--- src/hw/rtl/assert_macros.svh ---
// ----------------------------------------------------------------------------
// assert_macros.svh
// Shared concurrent assertion macros for the flash trigger controller.
// ----------------------------------------------------------------------------
`ifndef ASSERT_MACROS_SVH
`define ASSERT_MACROS_SVH

// expression must hold at every rising clock edge outside reset
`define ASSERT_ALWAYS(lbl, clk, rst, expr, msg) \
   lbl: assert property (@(posedge clk) disable iff (rst) (expr)) else $error(msg);

// same-cycle implication
`define ASSERT_IMPLIES(lbl, clk, rst, ante, cons, msg) \
   lbl: assert property (@(posedge clk) disable iff (rst) (ante) |-> (cons)) else $error(msg);

// next-cycle implication
`define ASSERT_NEXT(lbl, clk, rst, ante, cons, msg) \
   lbl: assert property (@(posedge clk) disable iff (rst) (ante) |=> (cons)) else $error(msg);

`endif

--- src/hw/rtl/ftc_pkg.sv ---
// ----------------------------------------------------------------------------
// ftc_pkg
// Types, codes and constants shared by the flash trigger controller modules.
// ----------------------------------------------------------------------------
package ftc_pkg;

   // default width of the outbound and pending-ack ids
   localparam int ID_BITS_DEFAULT = 8;

   // configuration port
   localparam int CSR_ADDR_W = 5;
   localparam int CSR_DATA_W = 32;

   // reset values of the configuration registers
   localparam logic [7:0]  REGULAR_WARM_RST        = 8'd127;
   localparam logic [7:0]  REGULAR_COOL_RST        = 8'd127;
   localparam logic [15:0] REGULAR_TIMEOUT_MS_RST  = 16'd5000;
   localparam logic [7:0]  PREFLASH_WARM_RST       = 8'd63;
   localparam logic [7:0]  PREFLASH_COOL_RST       = 8'd63;
   localparam logic [15:0] PREFLASH_TIMEOUT_MS_RST = 16'd10000;

   // HID media key codes
   localparam logic [7:0] KEY_VOL_UP  = 8'h20;
   localparam logic [7:0] KEY_RELEASE = 8'h00;

   typedef enum logic [2:0] {
      REG_REGULAR_WARM        = 3'd0,
      REG_REGULAR_COOL        = 3'd1,
      REG_REGULAR_TIMEOUT_MS  = 3'd2,
      REG_PREFLASH_WARM       = 3'd3,
      REG_PREFLASH_COOL       = 3'd4,
      REG_PREFLASH_TIMEOUT_MS = 3'd5
   } reg_index_type;

   typedef enum logic [2:0] {
      MODE_APP_CONNECT    = 3'd0,
      MODE_APP_DISCONNECT = 3'd1,
      MODE_HID_CONNECT    = 3'd2,
      MODE_HID_DISCONNECT = 3'd3,
      MODE_PRESS          = 3'd4,
      MODE_RELEASE        = 3'd5,
      MODE_COMMAND        = 3'd6,
      MODE_TICK           = 3'd7
   } mode_type;

   typedef enum logic [2:0] {
      CMD_PING  = 3'd0,
      CMD_FLASH = 3'd1,
      CMD_OFF   = 3'd2,
      CMD_ACK   = 3'd3
   } cmd_code_type;

   typedef enum logic [1:0] {
      KIND_NONE    = 2'd0,
      KIND_TRIGGER = 2'd1,
      KIND_ACK     = 2'd2
   } send_kind_type;

   typedef struct packed {
      logic [2:0]  mode;
      logic [2:0]  cmd_type;
      logic [7:0]  cmd_id;
      logic [7:0]  flash_warm;
      logic [7:0]  flash_cool;
      logic [15:0] flash_timeout_ms;
   } req_item_type;

   typedef struct packed {
      logic [7:0] light_warm;
      logic [7:0] light_cool;
      logic       status_led;
      logic [1:0] send_kind;
      logic [7:0] send_id;
      logic       trigger_pressed;
      logic       hid_key_valid;
      logic [7:0] hid_key;
      logic       last;
   } rsp_item_type;

   typedef struct packed {
      logic [7:0]  regular_warm;
      logic [7:0]  regular_cool;
      logic [15:0] regular_timeout_ms;
      logic [7:0]  preflash_warm;
      logic [7:0]  preflash_cool;
      logic [15:0] preflash_timeout_ms;
   } cfg_type;

   // engine to result buffer
   typedef struct packed {
      logic push;
      logic two;
   } push_type;

endpackage

--- src/hw/rtl/ftc_csr.sv ---
// ----------------------------------------------------------------------------
// ftc_csr
// APB-style configuration registers for the flash levels and durations.
// ----------------------------------------------------------------------------
module ftc_csr (
   input  logic                            clock,
   input  logic                            reset,
   input  logic                            csr_psel,
   input  logic                            csr_penable,
   input  logic                            csr_pwrite,
   input  logic [ftc_pkg::CSR_ADDR_W-1:0]  csr_paddr,
   input  logic [ftc_pkg::CSR_DATA_W-1:0]  csr_pwdata,
   output logic [ftc_pkg::CSR_DATA_W-1:0]  csr_prdata,
   output logic                            csr_pready,
   output ftc_pkg::cfg_type                cfg
);
   import ftc_pkg::*;

   cfg_type       cfg_ff, cfg_in;
   logic          wr_en;
   reg_index_type idx;

   assign csr_pready = 1'b1;
   assign wr_en      = csr_psel && csr_penable && csr_pwrite;
   assign idx        = reg_index_type'(csr_paddr[CSR_ADDR_W-1:2]);

   // register write decode
   always_comb begin
      cfg_in = cfg_ff;
      if (wr_en) begin
         unique case (idx)
            REG_REGULAR_WARM:        cfg_in.regular_warm        = csr_pwdata[7:0];
            REG_REGULAR_COOL:        cfg_in.regular_cool        = csr_pwdata[7:0];
            REG_REGULAR_TIMEOUT_MS:  cfg_in.regular_timeout_ms  = csr_pwdata[15:0];
            REG_PREFLASH_WARM:       cfg_in.preflash_warm       = csr_pwdata[7:0];
            REG_PREFLASH_COOL:       cfg_in.preflash_cool       = csr_pwdata[7:0];
            REG_PREFLASH_TIMEOUT_MS: cfg_in.preflash_timeout_ms = csr_pwdata[15:0];
            default: ;
         endcase
      end
   end

   always_ff @(posedge clock) begin
      if (reset) begin
         cfg_ff.regular_warm        <= REGULAR_WARM_RST;
         cfg_ff.regular_cool        <= REGULAR_COOL_RST;
         cfg_ff.regular_timeout_ms  <= REGULAR_TIMEOUT_MS_RST;
         cfg_ff.preflash_warm       <= PREFLASH_WARM_RST;
         cfg_ff.preflash_cool       <= PREFLASH_COOL_RST;
         cfg_ff.preflash_timeout_ms <= PREFLASH_TIMEOUT_MS_RST;
      end else begin
         cfg_ff <= cfg_in;
      end
   end

   // read mux
   always_comb begin
      unique case (idx)
         REG_REGULAR_WARM:        csr_prdata = CSR_DATA_W'(cfg_ff.regular_warm);
         REG_REGULAR_COOL:        csr_prdata = CSR_DATA_W'(cfg_ff.regular_cool);
         REG_REGULAR_TIMEOUT_MS:  csr_prdata = CSR_DATA_W'(cfg_ff.regular_timeout_ms);
         REG_PREFLASH_WARM:       csr_prdata = CSR_DATA_W'(cfg_ff.preflash_warm);
         REG_PREFLASH_COOL:       csr_prdata = CSR_DATA_W'(cfg_ff.preflash_cool);
         REG_PREFLASH_TIMEOUT_MS: csr_prdata = CSR_DATA_W'(cfg_ff.preflash_timeout_ms);
         default:                 csr_prdata = '0;
      endcase
   end

   assign cfg = cfg_ff;

endmodule

--- src/hw/rtl/ftc_engine.sv ---
// ----------------------------------------------------------------------------
// ftc_engine
// Controller state and event decode: updates links, lights, ids and the
// countdown for one item and builds its one or two result items.
// ----------------------------------------------------------------------------
module ftc_engine #(
   parameter int ID_BITS = ftc_pkg::ID_BITS_DEFAULT
) (
   input  logic                  clock,
   input  logic                  reset,
   input  logic                  fire,
   input  ftc_pkg::req_item_type item,
   input  ftc_pkg::cfg_type      cfg,
   output ftc_pkg::push_type     push,
   output ftc_pkg::rsp_item_type res0,
   output ftc_pkg::rsp_item_type res1
);
   import ftc_pkg::*;

   // common width for id compares and the 8-bit send id
   localparam int IdW = (ID_BITS > 8) ? ID_BITS : 8;

   logic               app_ff, app_in, hid_ff, hid_in, lit_ff, lit_in;
   logic [7:0]         warm_ff, warm_in, cool_ff, cool_in;
   logic [ID_BITS-1:0] outbound_ff, outbound_in, pending_ff, pending_in;
   logic [15:0]        left_ff, left_in;
   logic               active_ff, active_in;

   logic               do_off, do_on, two, pressed;
   logic [7:0]         on_w, on_c;
   logic [15:0]        on_d;
   send_kind_type      kind;
   logic [7:0]         sid;
   logic [ID_BITS-1:0] out_next;
   logic [IdW-1:0]     out_ext;
   mode_type           mode;

   assign mode     = mode_type'(item.mode);
   // next outbound id wraps at the id width
   assign out_next = outbound_ff + 1'b1;
   assign out_ext  = IdW'(out_next);

   // event decode
   always_comb begin
      app_in      = app_ff;
      hid_in      = hid_ff;
      outbound_in = outbound_ff;
      pending_in  = pending_ff;
      do_off      = 1'b0;
      do_on       = 1'b0;
      on_w        = cfg.regular_warm;
      on_c        = cfg.regular_cool;
      on_d        = cfg.regular_timeout_ms;
      two         = 1'b0;
      kind        = KIND_NONE;
      sid         = '0;
      pressed     = 1'b0;
      unique case (mode)
         MODE_APP_CONNECT: app_in = 1'b1;
         MODE_APP_DISCONNECT: begin
            app_in = 1'b0;
            do_off = !hid_ff;
         end
         MODE_HID_CONNECT: hid_in = 1'b1;
         MODE_HID_DISCONNECT: begin
            hid_in = 1'b0;
            do_off = !app_ff;
         end
         MODE_PRESS: begin
            do_on = 1'b1;
            on_w  = cfg.preflash_warm;
            on_c  = cfg.preflash_cool;
            on_d  = cfg.preflash_timeout_ms;
            if (app_ff) begin
               outbound_in = out_next;
               kind        = KIND_TRIGGER;
               sid         = out_ext[7:0];
               pressed     = 1'b1;
            end
         end
         MODE_RELEASE: begin
            if (app_ff) begin
               do_on       = 1'b1;
               outbound_in = out_next;
               pending_in  = out_next;
               kind        = KIND_TRIGGER;
               sid         = out_ext[7:0];
            end else if (hid_ff) begin
               do_on = 1'b1;
               two   = 1'b1;
            end else begin
               do_off = 1'b1;
            end
         end
         MODE_COMMAND: begin
            case (item.cmd_type)
               CMD_PING: begin
                  kind = KIND_ACK;
                  sid  = item.cmd_id;
               end
               CMD_FLASH: begin
                  do_on = 1'b1;
                  on_w  = item.flash_warm;
                  on_c  = item.flash_cool;
                  on_d  = item.flash_timeout_ms;
                  kind  = KIND_ACK;
                  sid   = item.cmd_id;
               end
               CMD_OFF: begin
                  do_off = 1'b1;
                  kind   = KIND_ACK;
                  sid    = item.cmd_id;
               end
               CMD_ACK: begin
                  if (IdW'(pending_ff) == IdW'(item.cmd_id)) begin
                     do_off     = 1'b1;
                     pending_in = '0;
                  end
               end
               default: ;
            endcase
         end
         MODE_TICK: do_off = active_ff && (left_ff <= 16'd1);
         default: ;
      endcase
   end

   // light and countdown update
   always_comb begin
      lit_in    = lit_ff;
      warm_in   = warm_ff;
      cool_in   = cool_ff;
      left_in   = left_ff;
      active_in = active_ff;
      if (do_off) begin
         lit_in    = 1'b0;
         warm_in   = '0;
         cool_in   = '0;
         left_in   = '0;
         active_in = 1'b0;
      end else if (do_on) begin
         warm_in = on_w;
         cool_in = on_c;
         lit_in  = (on_w != 8'd0) && (on_c != 8'd0);
         if (lit_in) begin
            left_in   = on_d;
            active_in = 1'b1;
         end
      end else if (mode == MODE_TICK && active_ff) begin
         left_in = left_ff - 16'd1;
      end
   end

   always_ff @(posedge clock) begin
      if (reset) begin
         app_ff      <= 1'b0;
         hid_ff      <= 1'b0;
         lit_ff      <= 1'b0;
         warm_ff     <= '0;
         cool_ff     <= '0;
         outbound_ff <= '0;
         pending_ff  <= '0;
         left_ff     <= '0;
         active_ff   <= 1'b0;
      end else if (fire) begin
         app_ff      <= app_in;
         hid_ff      <= hid_in;
         lit_ff      <= lit_in;
         warm_ff     <= warm_in;
         cool_ff     <= cool_in;
         outbound_ff <= outbound_in;
         pending_ff  <= pending_in;
         left_ff     <= left_in;
         active_ff   <= active_in;
      end
   end

   // result items, built from the state after the event
   always_comb begin
      res0.light_warm      = warm_in;
      res0.light_cool      = cool_in;
      res0.status_led      = (app_in || hid_in) && !lit_in;
      res0.send_kind       = kind;
      res0.send_id         = sid;
      res0.trigger_pressed = pressed;
      res0.hid_key_valid   = two;
      res0.hid_key         = two ? KEY_VOL_UP : KEY_RELEASE;
      res0.last            = !two;
      res1                 = res0;
      res1.hid_key         = KEY_RELEASE;
      res1.last            = 1'b1;
   end

   assign push.push = fire;
   assign push.two  = two;

endmodule

--- src/hw/rtl/ftc_rsp_buf.sv ---
// ----------------------------------------------------------------------------
// ftc_rsp_buf
// Two-slot result register: the output slot plus one slot for the second
// key item of a HID release.
// ----------------------------------------------------------------------------
`include "assert_macros.svh"

module ftc_rsp_buf (
   input  logic                  clock,
   input  logic                  reset,
   input  ftc_pkg::push_type     push,
   input  ftc_pkg::rsp_item_type res0,
   input  ftc_pkg::rsp_item_type res1,
   output logic                  can_take,
   output logic                  rsp_valid,
   input  logic                  rsp_stall,
   output ftc_pkg::rsp_item_type rsp_data
);
   import ftc_pkg::*;

   logic         slot0_valid_ff, slot0_valid_in, slot1_valid_ff, slot1_valid_in;
   rsp_item_type slot0_ff, slot0_in, slot1_ff, slot1_in;
   logic         pop;

   assign pop      = slot0_valid_ff && !rsp_stall;
   // an event may need both slots, so only take one when slot 1 is free
   assign can_take = !slot1_valid_ff && (!slot0_valid_ff || pop);

   always_comb begin
      slot0_valid_in = slot0_valid_ff;
      slot1_valid_in = slot1_valid_ff;
      slot0_in       = slot0_ff;
      slot1_in       = slot1_ff;
      if (push.push) begin
         slot0_valid_in = 1'b1;
         slot0_in       = res0;
         slot1_valid_in = push.two;
         slot1_in       = res1;
      end else if (pop) begin
         slot0_valid_in = slot1_valid_ff;
         slot0_in       = slot1_ff;
         slot1_valid_in = 1'b0;
      end
   end

   always_ff @(posedge clock) begin
      if (reset) begin
         slot0_valid_ff <= 1'b0;
         slot1_valid_ff <= 1'b0;
      end else begin
         slot0_valid_ff <= slot0_valid_in;
         slot1_valid_ff <= slot1_valid_in;
      end
   end

   always_ff @(posedge clock) begin
      slot0_ff <= slot0_in;
      slot1_ff <= slot1_in;
   end

   assign rsp_valid = slot0_valid_ff;
   assign rsp_data  = slot0_ff;

   `ASSERT_IMPLIES(a_slot1_behind_slot0, clock, reset, slot1_valid_ff, slot0_valid_ff, "slot 1 full while output slot empty")
   `ASSERT_IMPLIES(a_first_not_last, clock, reset, slot1_valid_ff, !slot0_ff.last, "first of two items marked last")
   `ASSERT_NEXT(a_pair_held, clock, reset, push.push && push.two, slot1_valid_ff && slot0_valid_ff, "second key item lost")
   `ASSERT_IMPLIES(a_push_room, clock, reset, push.push, can_take, "item pushed without room")

endmodule

--- src/hw/rtl/flash_trigger_controller_core.sv ---
// ----------------------------------------------------------------------------
// flash_trigger_controller_core
// Event-driven camera-flash light controller: link flags, light levels,
// trigger/ack commands, HID keys and the flash countdown.
// ----------------------------------------------------------------------------
// Usage:
//   req_* carries one event item (req_data) under valid/stall; rsp_* returns
//   its result items. Every event gives one result item, except a release
//   while only the HID link is up, which gives two (key 0x20, then key 0x00,
//   the second marked last).
//   csr_* is an APB-style port for the flash levels and durations at byte
//   addresses 0, 4, ... 20; pready is tied high. Write it while idle.
//   An accepted item is held in the input register; its first result is
//   registered into the result slots when the item fires, which waits for
//   room there. Throughput: one item per cycle while rsp is not stalled; a
//   two-result event holds the input register while the result register drains.
//   The rate is set by the two-slot result register feeding one output.
//   Reset: links down, lights off, ids and countdown cleared, registers at
//   their defaults. A stall on rsp holds the result items in place; the
//   input side then stalls once the input register and the output slot fill.
// ----------------------------------------------------------------------------
module flash_trigger_controller_core #(
   parameter int ID_BITS = ftc_pkg::ID_BITS_DEFAULT
) (
   input  logic                            clock,
   input  logic                            reset,
   input  logic                            req_valid,
   output logic                            req_stall,
   input  ftc_pkg::req_item_type           req_data,
   output logic                            rsp_valid,
   input  logic                            rsp_stall,
   output ftc_pkg::rsp_item_type           rsp_data,
   input  logic                            csr_psel,
   input  logic                            csr_penable,
   input  logic                            csr_pwrite,
   input  logic [ftc_pkg::CSR_ADDR_W-1:0]  csr_paddr,
   input  logic [ftc_pkg::CSR_DATA_W-1:0]  csr_pwdata,
   output logic [ftc_pkg::CSR_DATA_W-1:0]  csr_prdata,
   output logic                            csr_pready
);
   import ftc_pkg::*;

   logic         item_valid_ff, item_valid_in;
   req_item_type item_ff;
   logic         accept, fire, can_take;
   cfg_type      cfg;
   push_type     push;
   rsp_item_type res0, res1;

   // input register
   assign fire      = item_valid_ff && can_take;
   assign req_stall = item_valid_ff && !can_take;
   assign accept    = req_valid && !req_stall;

   always_comb begin
      item_valid_in = item_valid_ff;
      if (accept) begin
         item_valid_in = 1'b1;
      end else if (fire) begin
         item_valid_in = 1'b0;
      end
   end

   always_ff @(posedge clock) begin
      if (reset) begin
         item_valid_ff <= 1'b0;
      end else begin
         item_valid_ff <= item_valid_in;
      end
   end

   always_ff @(posedge clock) begin
      if (accept) begin
         item_ff <= req_data;
      end
   end

   ftc_csr u_csr (
      .clock       (clock),
      .reset       (reset),
      .csr_psel    (csr_psel),
      .csr_penable (csr_penable),
      .csr_pwrite  (csr_pwrite),
      .csr_paddr   (csr_paddr),
      .csr_pwdata  (csr_pwdata),
      .csr_prdata  (csr_prdata),
      .csr_pready  (csr_pready),
      .cfg         (cfg)
   );

   ftc_engine #(
      .ID_BITS (ID_BITS)
   ) u_engine (
      .clock (clock),
      .reset (reset),
      .fire  (fire),
      .item  (item_ff),
      .cfg   (cfg),
      .push  (push),
      .res0  (res0),
      .res1  (res1)
   );

   ftc_rsp_buf u_rsp_buf (
      .clock     (clock),
      .reset     (reset),
      .push      (push),
      .res0      (res0),
      .res1      (res1),
      .can_take  (can_take),
      .rsp_valid (rsp_valid),
      .rsp_stall (rsp_stall),
      .rsp_data  (rsp_data)
   );

endmodule

--- config.mk ---
export PLATFORM = sky130hd
export DESIGN_NAME = flash_trigger_controller_core
export DESIGN_NICKNAME = d
export VERILOG_FILES = /design/src/hw/rtl/ftc_pkg.sv /design/src/hw/rtl/ftc_csr.sv /design/src/hw/rtl/ftc_engine.sv /design/src/hw/rtl/ftc_rsp_buf.sv /design/src/hw/rtl/flash_trigger_controller_core.sv
export VERILOG_INCLUDE_DIRS = /design/src /design/src/hw/rtl
export SDC_FILE = /design/constraint.sdc
export NUM_CORES = 1
export LEC_CHECK = 0
export BUFFER_PORTS_ARGS = -buffer_cell sky130_fd_sc_hd__buf_2
export CORE_ASPECT_RATIO = 1.5
export CORE_MARGIN = 2
export CORE_UTILIZATION = 56
export CTS_CLUSTER_SIZE = 25
export DETAILED_ROUTE_END_ITERATION = 16
export PLACE_DENSITY_LB_ADDON = 0.25
export SYNTH_ARGS = -nofsm -noshare
export SYNTH_HDL_FRONTEND = slang
export SYNTH_SLANG_ARGS = --single-unit
--- constraint.sdc ---
create_clock -name clock -period 2.85 [get_ports clock]
set_input_delay 0.1425 -clock clock [delete_from_list [all_inputs] [get_ports clock]]
set_output_delay 0.1425 -clock clock [all_outputs]
set_load 0.02 [all_outputs]
==> flow_metrics.tcl, run 1 <==
set metrics [dict create \
    endpoint_kind "flop" \
    rsz0062_at_grt "false" \
    crit_family "compound AO/OA/AOI/OAI gates" \
    cts-root-buf "clkbuf_16" \
    grt_start_max_net_pins 59 \
    ys_ff_latch 225 \
    crit_path_max_fanout 32 \
    finClkSkew_ns 0.00835 \
    drive_gt1_share_pct 17.5 \
    synth_cell_type_count 66 \
    cts_max_level 1 \
    first_pass_iters 5 \
    clock_latency_ns 0.51 \
    netlist_area_um2 10400 \
    start_kind "flop" \
    reg2reg_from "item_ff[41]" \
    max_freq_mhz 378 \
    cts_resized 0 \
    num_antenna_cells 0 \
    ys_seq_area_share_pct 53.4 \
    hold_violations 0 \
    clock_path_buffers 3 \
    ios 163 \
    relSlewSlack_pct 42.5 \
    slew_viol_final 0 \
    vias_per_cell 5.60 \
    final_cells 1521 \
    worstMarginPinSlew_ns 0.862 \
    drc 0 \
    synth_edf_count 106 \
    die_h_um 171 \
    whs_path_depth 3 \
    r2r-end "u_rsp_buf.rsp_data[21]" \
    reg2reg_slack_ns 0.21 \
    numCtsBuffers 22 \
    syn_to_final_growth_pct 21.2 \
    reg2reg_depth 9 \
    crit_chain "or3b_1, a21oi_4, buf_12, o22a_1, nor4_2, a22oi_4, mux2i_1, o21a_1, mux2_2" \
    crit_start "item_ff[41]" \
    final_cell_mix "nand2_1 (215), buf_2 (120), dfxtp_1 (119)" \
    ys_warn_count 0 \
    grt_usage_pct 27.0 \
    p_leak_nw 4.95 \
    cts_tree "done" \
    layout.nets 1346 \
    critPathBufInv 1 \
    die_area_um2 19700 \
    port_buffers 120 \
    dpl.hpwl_um 17500 \
    critical_path_class "reg -> reg" \
    hold_end "u_rsp_buf.rsp_valid" \
    rows 61 \
    critPathSlowestCell "or3b_1" \
    grt_pass1_wl_um 41900 \
    dp.cells 1418 \
    setup_viol 0 \
    core_area_um2 18400 \
    netlist_instances 1080 \
    via_count 8523 \
    fin_crit_sh_pct 92.8 \
    wl_per_cell_um 17.8 \
    drt-initial-drc-count 748 \
    layout_commonest_cell "nand2_1" \
    finalSetupTns_ns 0 \
    ir_drop_mv 0.583 \
    place.gp.congestion 0.872 \
    clock-sinks 225 \
    die_w_um 115 \
    total_power_mw 7.38 \
    synth_area_per_cell_um2 9.64 \
    routed_wl_um 27100 \
    postRouteAntennaNets 0 \
    synthArstFlopShare_pct 0 \
    clk_pin_slew_worst_paths_ns 0.06 \
    initial_core_util_pct 56.6 \
    cp.required_ns 3.10 \
    globalRouteOverflowTotal 0 \
    status "finished, final reports clean" \
    fin_crit_ns 2.64 \
    power_density_nw_per_um2 585 \
    yosys_most_used_dff "dfxtp_1" \
    slowest_delay_ns 0.45 \
    cap_violations 0 \
    hold_class "in -> reg" \
    antenna_found_initial 0 \
    worstHoldStart "rsp_stall" \
    first_global_vias 8082 \
    cp.arrival_ns 2.90 \
]
-- area by class of cell --
| type | count | area, um^2 |
|---|---|---|
| fill | 1405 | 5770 |
| sequential | 225 | 5570 |
| multi-input combinational | 762 | 4390 |
| timing repair buffer | 215 | 1530 |
| clock buffer | 31 | 636 |
| tap | 252 | 315 |
| inverter | 27 | 101 |
| clock inverter | 9 | 86.3 |
-- logic make-up (layout without fill, tap and decap cells) --
family                   Yosys count  after routing  synth area share [%]
AND/OR/NAND/NOR                  420            420                  17.4
XOR/XNOR                          30             30                  2.52
AO/OA/AOI/OAI                    212            212                  13.5
buffers and inverters            115            282                  5.42
adder cells (fa/ha/maj)            3              3                 0.360
flip-flops                       225            225                  53.4
other                              2             24                0.0721
multiplexers                      73             73                  7.30
-- registers in the layout, indices dropped and copies added (netlist names), 8 cells and up --
signal,flops
item_ff,46
u_engine.cool_ff,8
u_rsp_buf.slot1_ff,29
u_rsp_buf.rsp_data,31
u_engine.pending_ff,8
u_csr.cfg,64
u_engine.warm_ff,8
u_engine.left_ff,16
u_engine.outbound_ff,8
-- worst max-delay path by stage --
stage          slack, ns  depth (start not counted)                endpoint
2_1_floorplan       0.32                         10  u_rsp_buf.rsp_data[21]
3_3_place_gp        0.28                          9  u_rsp_buf.rsp_data[21]
3_5_place_dp        0.23                          9  u_rsp_buf.rsp_data[21]
4_1_cts             0.21                          9  u_rsp_buf.rsp_data[21]
5_1_grt             0.07                         11     u_engine.left_ff[8]
6_report            0.21                          9  u_rsp_buf.rsp_data[21]
-- timing repair --
action | in CTS | in global routing
buffers inserted | 0 | 0
endpoints found under the hold margin | 108 | 0
hold buffers | 63 | 0
-- power by group --
part	internal [mW]	switching, mW	leakage [nW]
clock network	1.66	1.25	0.351
logic	0.348	0.542	2.61
registers	3.52	0.0605	1.98
total	5.53	1.86	4.95
-- synthesized netlist by cell type, types with 5 or more instances --
library cell	instances	share of area, %
clkbuf_1	39	1.4
nor2b_1	6	0.36
inv_1	24	0.87
a31oi_1	19	1.1
dfxtp_1	119	23
or3_1	8	0.48
xor2_1	11	0.93
o221ai_1	5	0.42
and3_1	7	0.42
nand2b_1	8	0.48
buf_1	12	0.43
buf_2	7	0.34
a22o_1	11	0.93
nor3_1	12	0.58
o22ai_1	12	0.72
a22oi_1	11	0.79
edfxtp_1	106	31
nand3_1	20	0.96
mux2i_1	58	5.6
buf_4	27	1.9
xnor2_1	19	1.6
o21ai_0	32	1.5
o22a_1	14	1.2
a21oi_1	70	3.4
nand4_1	5	0.30
o211ai_1	5	0.36
nor2_1	117	4.2
nand2_1	215	7.7
mux2_2	14	1.5
-- metrics by stage --
stage | util, % | hold WS (ns) | setup WS (ns) | instance area [um^2]
2_1_floorplan | - | 0.241 | 0.325 | 10500
3_3_place_gp | 61.3 | 0.319 | 0.276 | 11300
3_5_place_dp | 61.3 | 0.321 | 0.231 | 11300
4_1_cts | 68.6 | 0.00433 | 0.207 | 12600
5_1_grt | 68.6 | 0.0524 | 0.0666 | 12600
6_report | 68.6 | 0.00197 | 0.206 | 12600
-- routing by layer --
layer / vias up / wire length [um] / track usage, %
li1: 4093 / - / -
met1: 4056 / 11100 / 34.6
met2: 305 / 13600 / 46.0
met3: 69 / 1370 / 3.26
met4: 0 / 978 / 10.8
met5: - / 0 / 0
-- worst min-delay path, cell delays in order --
cell and delay (ns):
buf_2 0.11, o21ai_0 0.08, a21oi_1 0.13
Note: power is estimated with default switching activity, not from simulation.
==> inputs of run 2 (changes only) <==
Settings changed: RECOVER_POWER set to 50.
==> run 2 against run 1 <==
Effect of this change:
- the run now ends with capacitance limit, slew limit left
- total power is 0.15% lower
- setup slack lost 0.0033 ns
- cell area down 0.82%
- fmax down 0.13%
- non-clock buffer count unchanged
- sequential share of layout area rose by 0.37 points
- sequential power about the same
==> flow_metrics.tcl, run 2 (synthesis gave the netlist of run 1 again) <==
set metrics [dict create \
    design_area_um2 12500 \
    cp.required_ns 2.98 \
    dp.cells 1418 \
    fill_cells 1447 \
    slew_viol_final 92 \
    hold_ws_ns 0.000760 \
    cts_setup_buffers 0 \
    post_dp_cell_area_um2 11300 \
    postRouteAntennaNets 0 \
    setup_viol 0 \
    clock_latency_ns 0.50 \
    fin_crit_sh_pct 92.9 \
    syn_to_final_growth_pct 20.2 \
    hold_violations 0 \
    dpl.hpwl_um 17500 \
    relSlewSlack_pct -44.4 \
    grt_pass1_wl_um 41900 \
    die_area_um2 19700 \
    first_global_vias 8082 \
    comb_power_share_pct 11.9 \
    die_h_um 171 \
    start_kind "flop" \
    critical_path_class "reg -> reg" \
    max_freq_mhz 378 \
    grt_start_max_net_pins 59 \
    switching_power_mw 1.86 \
    finClkSkew_ns 0.00585 \
    pwr-share-seq_pct 48.6 \
    ios 163 \
    vias_per_cell 5.64 \
    rsz0062_at_grt "false" \
    place.gp.congestion 0.872 \
    wl_per_cell_um 17.8 \
    worstMarginPinSlew_ns 2.17 \
    clock-sinks 225 \
    antenna_found_initial 0 \
    endpoint_kind "flop" \
    via_count 8577 \
    clk_pin_slew_worst_paths_ns 0.06 \
    cp.arrival_ns 2.77 \
    cts_max_level 1 \
    first_pass_iters 5 \
    p_leak_nw 4.79 \
    fin_crit_ns 2.65 \
    layout_commonest_cell "nand2_1" \
    num_antenna_cells 0 \
    crit_path_max_fanout 32 \
    rows 61 \
    status "finished with violations" \
    netSwitchingFraction_pct 25.2 \
    cts-root-buf "clkbuf_16" \
    cap_violations 2 \
    ir_drop_mv 0.583 \
    final_cell_mix "nand2_1 (215), dfxtp_1 (119), nor2_1 (117)" \
    drc 0 \
    drive_gt1_share_pct 13.2 \
    p_int_mw 5.51 \
    hold_class "in -> reg" \
    core_area_um2 18400 \
    globalRouteOverflowTotal 0 \
    violations "capacitance limit, slew limit" \
    finalSetupTns_ns 0 \
    total_power_mw 7.37 \
    clock_path_buffers 3 \
    grt_usage_pct 27.0 \
    cts_tree "done" \
    drt-initial-drc-count 709 \
    port_buffers 120 \
    die_w_um 115 \
    routed_wl_um 27000 \
    final_cells 1521 \
    layout.nets 1346 \
    largest_register_ff_count 64 \
    numCtsBuffers 22 \
    p_clk_share_pct 39.6 \
    power_density_nw_per_um2 589 \
    initial_core_util_pct 56.6 \
]
run 2: cell types whose count changed in the layout (fill, tap and decap cells not counted), sizes merged:
cell	delta
clkbuf	+52
clkinv	+1
buf	-52
inv	-1
run 2: final cells by class:
type | count | area [um^2] | area share [%]
Multi-Input combinational cell | 762 | 4380 | 35.0
Clock inverter | 9 | 86.3 | 0.689
Inverter | 27 | 101 | 0.809
Tap cell | 252 | 315 | 2.52
Clock buffer | 31 | 636 | 5.08
Sequential cell | 225 | 5570 | 44.4
Timing Repair Buffer | 215 | 1440 | 11.5
run 2: power by group through the flow:
stage / clock network [mW] / registers, mW / logic [mW]
6_report: 2.92 / 3.58 / 0.874
5_1_grt: 3.07 / 3.59 / 0.953
4_1_cts: 2.94 / 3.58 / 0.881
3_5_place_dp: 0 / 3.65 / 0.809
3_3_place_gp: 0 / 3.64 / 0.799
2_1_floorplan: 0 / 3.67 / 0.541
run 2: worst max-delay path, stage by stage (launching register included):
cell	delay [ns]
dfxtp_1	0.35
a21o_1	0.17
nand2_1	0.07
and2_0	0.81
clkbuf_2	0.84
run 2: what timing repair did:
| item | CTS | global route |
|---|---|---|
| hold endpoints to repair | 108 | 0 |
| gates resized for setup | 0 | 0 |
| hold buffers | 63 | 0 |
run 2: worst paths after layout:
check / cells past startpoint / start / end / slack [ns]
worst max-delay path: 4 / u_rsp_buf.rsp_valid / item_ff[28] / 0.20
worst min-delay path: 3 / rsp_stall / u_rsp_buf.rsp_valid / 0.0008
worst max register to register: 4 / u_rsp_buf.rsp_valid / item_ff[28] / 0.20
worst min register to register: 2 / u_engine.warm_ff[7] / u_engine.warm_ff[7] / 0.46
run 2: metrics by stage:
stage	setup WS, ns	utilization, %
4_1_cts	0.207	68.6
3_5_place_dp	0.231	61.3
3_3_place_gp	0.276	61.3
2_1_floorplan	0.325	-
5_1_grt	0.0367	68.1
6_report	0.203	68.1
run 2: per-layer routing:
metal	wire length, um	track usage (%)	share of wire, %
met1	10900	34.6	40
met2	13600	46.0	50
met3	1480	3.26	5.5
met4	981	10.8	3.6
met5	0	0	0
==> inputs of run 3 (changes only) <==
Settings changed: CORE_ASPECT_RATIO 1.5 to 1.75, CTS_CLUSTER_DIAMETER set to 100.
==> run 3 against run 2 <==
Effect of this change:
- clock skew is 0.0055 ns higher
- global-route usage is 0.71 points lower
- the run now ends clean
- combinational power hardly changed
- via count is 2.3% lower
- setup slack worse by 0.028 ns
==> flow_metrics.tcl, run 3 (synthesis gave the netlist of run 1 again) <==
set metrics [dict create \
    syn_to_final_growth_pct 16.8 \
    dpl.hpwl_um 17800 \
    final_cell_mix "nand2_1 (215), dfxtp_1 (119), nor2_1 (117)" \
    globalRouteOverflowTotal 0 \
    postRouteAntennaNets 0 \
    first_global_vias 7880 \
    setup_viol 0 \
    hold_class "in -> reg" \
    cap_violations 0 \
    core_area_um2 18400 \
    clk_pin_slew_worst_paths_ns 0.09 \
    drt-initial-drc-count 416 \
    hold_violations 0 \
    port_buffers 120 \
    crit_family "compound AO/OA/AOI/OAI gates" \
    rows 66 \
    cts-root-buf "clkbuf_16" \
    die_area_um2 19700 \
    status "finished, final reports clean" \
    grt_usage_pct 26.3 \
    endpoint_kind "flop" \
    numCtsBuffers 12 \
    ir_drop_mv 0.581 \
    cp.depth 9 \
    drive_gt1_share_pct 12.1 \
    vias_per_cell 5.63 \
    routed_wl_um 26100 \
    slew_viol_final 0 \
    power_density_nw_per_um2 519 \
    start_kind "flop" \
    cts_max_level 1 \
    critical_path_class "reg -> reg" \
    finalSetupTns_ns 0 \
    clock_path_buffers 3 \
    cp.arrival_ns 2.91 \
    crit_chain "or3b_1, a21oi_4, buf_12, o22a_1, nor4_2, a22oi_4, mux2i_1, o21a_1, mux2_2" \
    finClkSkew_ns 0.0114 \
    critPathBufInv 1 \
    layout.nets 1337 \
    rsz0062_at_grt "false" \
    via_count 8381 \
    initial_core_util_pct 56.6 \
    worstMarginPinSlew_ns 1.31 \
    crit_path_max_fanout 32 \
    drc 0 \
    fin_crit_sh_pct 93.9 \
    max_freq_mhz 374 \
    first_pass_iters 5 \
    grt_pass1_wl_um 41200 \
    wl_per_cell_um 17.5 \
    critPathSlowestCell "edfxtp_1" \
    reg2reg_depth 9 \
    slowest_delay_ns 0.47 \
    layout_commonest_cell "nand2_1" \
    clock-sinks 225 \
    die_h_um 184 \
    ios 163 \
    whs_path_depth 2 \
    relSlewSlack_pct 12.6 \
    largest_register_ff_count 64 \
    antenna_found_initial 0 \
    cts_tree "done" \
    fin_util_pct 66.1 \
    place.gp.congestion 0.922 \
    die_w_um 107 \
    num_antenna_cells 0 \
    clock_latency_ns 0.48 \
    cts_setup_buffers 0 \
    p_leak_nw 4.63 \
    grt_start_max_net_pins 60 \
    cp.required_ns 3.08 \
    fin_crit_ns 2.68 \
]
## run 3: metal layers
layer | global-route usage [%] | wire (um) | vias up
li1 | - | - | 4057
met1 | 33.1 | 10700 | 3978
met2 | 46.8 | 13400 | 294
met3 | 2.58 | 1270 | 52
met4 | 8.88 | 756 | 0
met5 | 0 | 0 | -
## run 3: worst paths after layout
check,start,end,slack [ns]
max,item_ff[42],u_rsp_buf.rsp_data[21],0.17
min,reset,u_engine.pending_ff[4],0.07
max reg2reg,item_ff[42],u_rsp_buf.rsp_data[21],0.17
min reg2reg,u_engine.cool_ff[4],u_engine.cool_ff[4],0.46
## run 3: where the power goes
part / internal (mW) / switching [mW]
clock network: 0.857 / 1.00
registers: 3.52 / 0.0602
logic: 0.337 / 0.541
total: 4.71 / 1.60
## run 3: cell type report
| type | instances | area [um^2] |
|---|---|---|
| multi-input cells | 762 | 4380 |
| flip-flops and latches | 225 | 5570 |
| fillers | 1543 | 6250 |
| well taps | 238 | 298 |
| clock buffers | 20 | 352 |
| repair buffers | 216 | 1470 |
| inverters | 27 | 101 |
## run 3: through the flow
stage | total power [mW] | setup WS, ns | hold WS, ns | std cells | cell area, um^2
floorplan | 4.22 | 0.325 | 0.241 | 1102 | 10500
global placement | 4.45 | 0.214 | 0.319 | 1404 | 11300
detailed placement | 4.46 | 0.178 | 0.321 | 1404 | 11300
CTS | 6.37 | 0.160 | 0.0569 | 1488 | 12200
global route | 6.56 | 0.0310 | 0.0768 | 1488 | 12200
finish | 6.31 | 0.175 | 0.0697 | 1488 | 12200
## run 3: repair_timing
item,CTS,global route
gates resized for setup,0,0
endpoints found under the hold margin,95,0
hold buffers,64,0
## run 3: worst register-to-register path: cells and delay by family, from the launching register on
kind	cells	cell delay (ns)
flops	1	0.47
buf+inv	1	0.20
simple gates	2	0.53
mux	2	0.36
compound gates	4	0.88
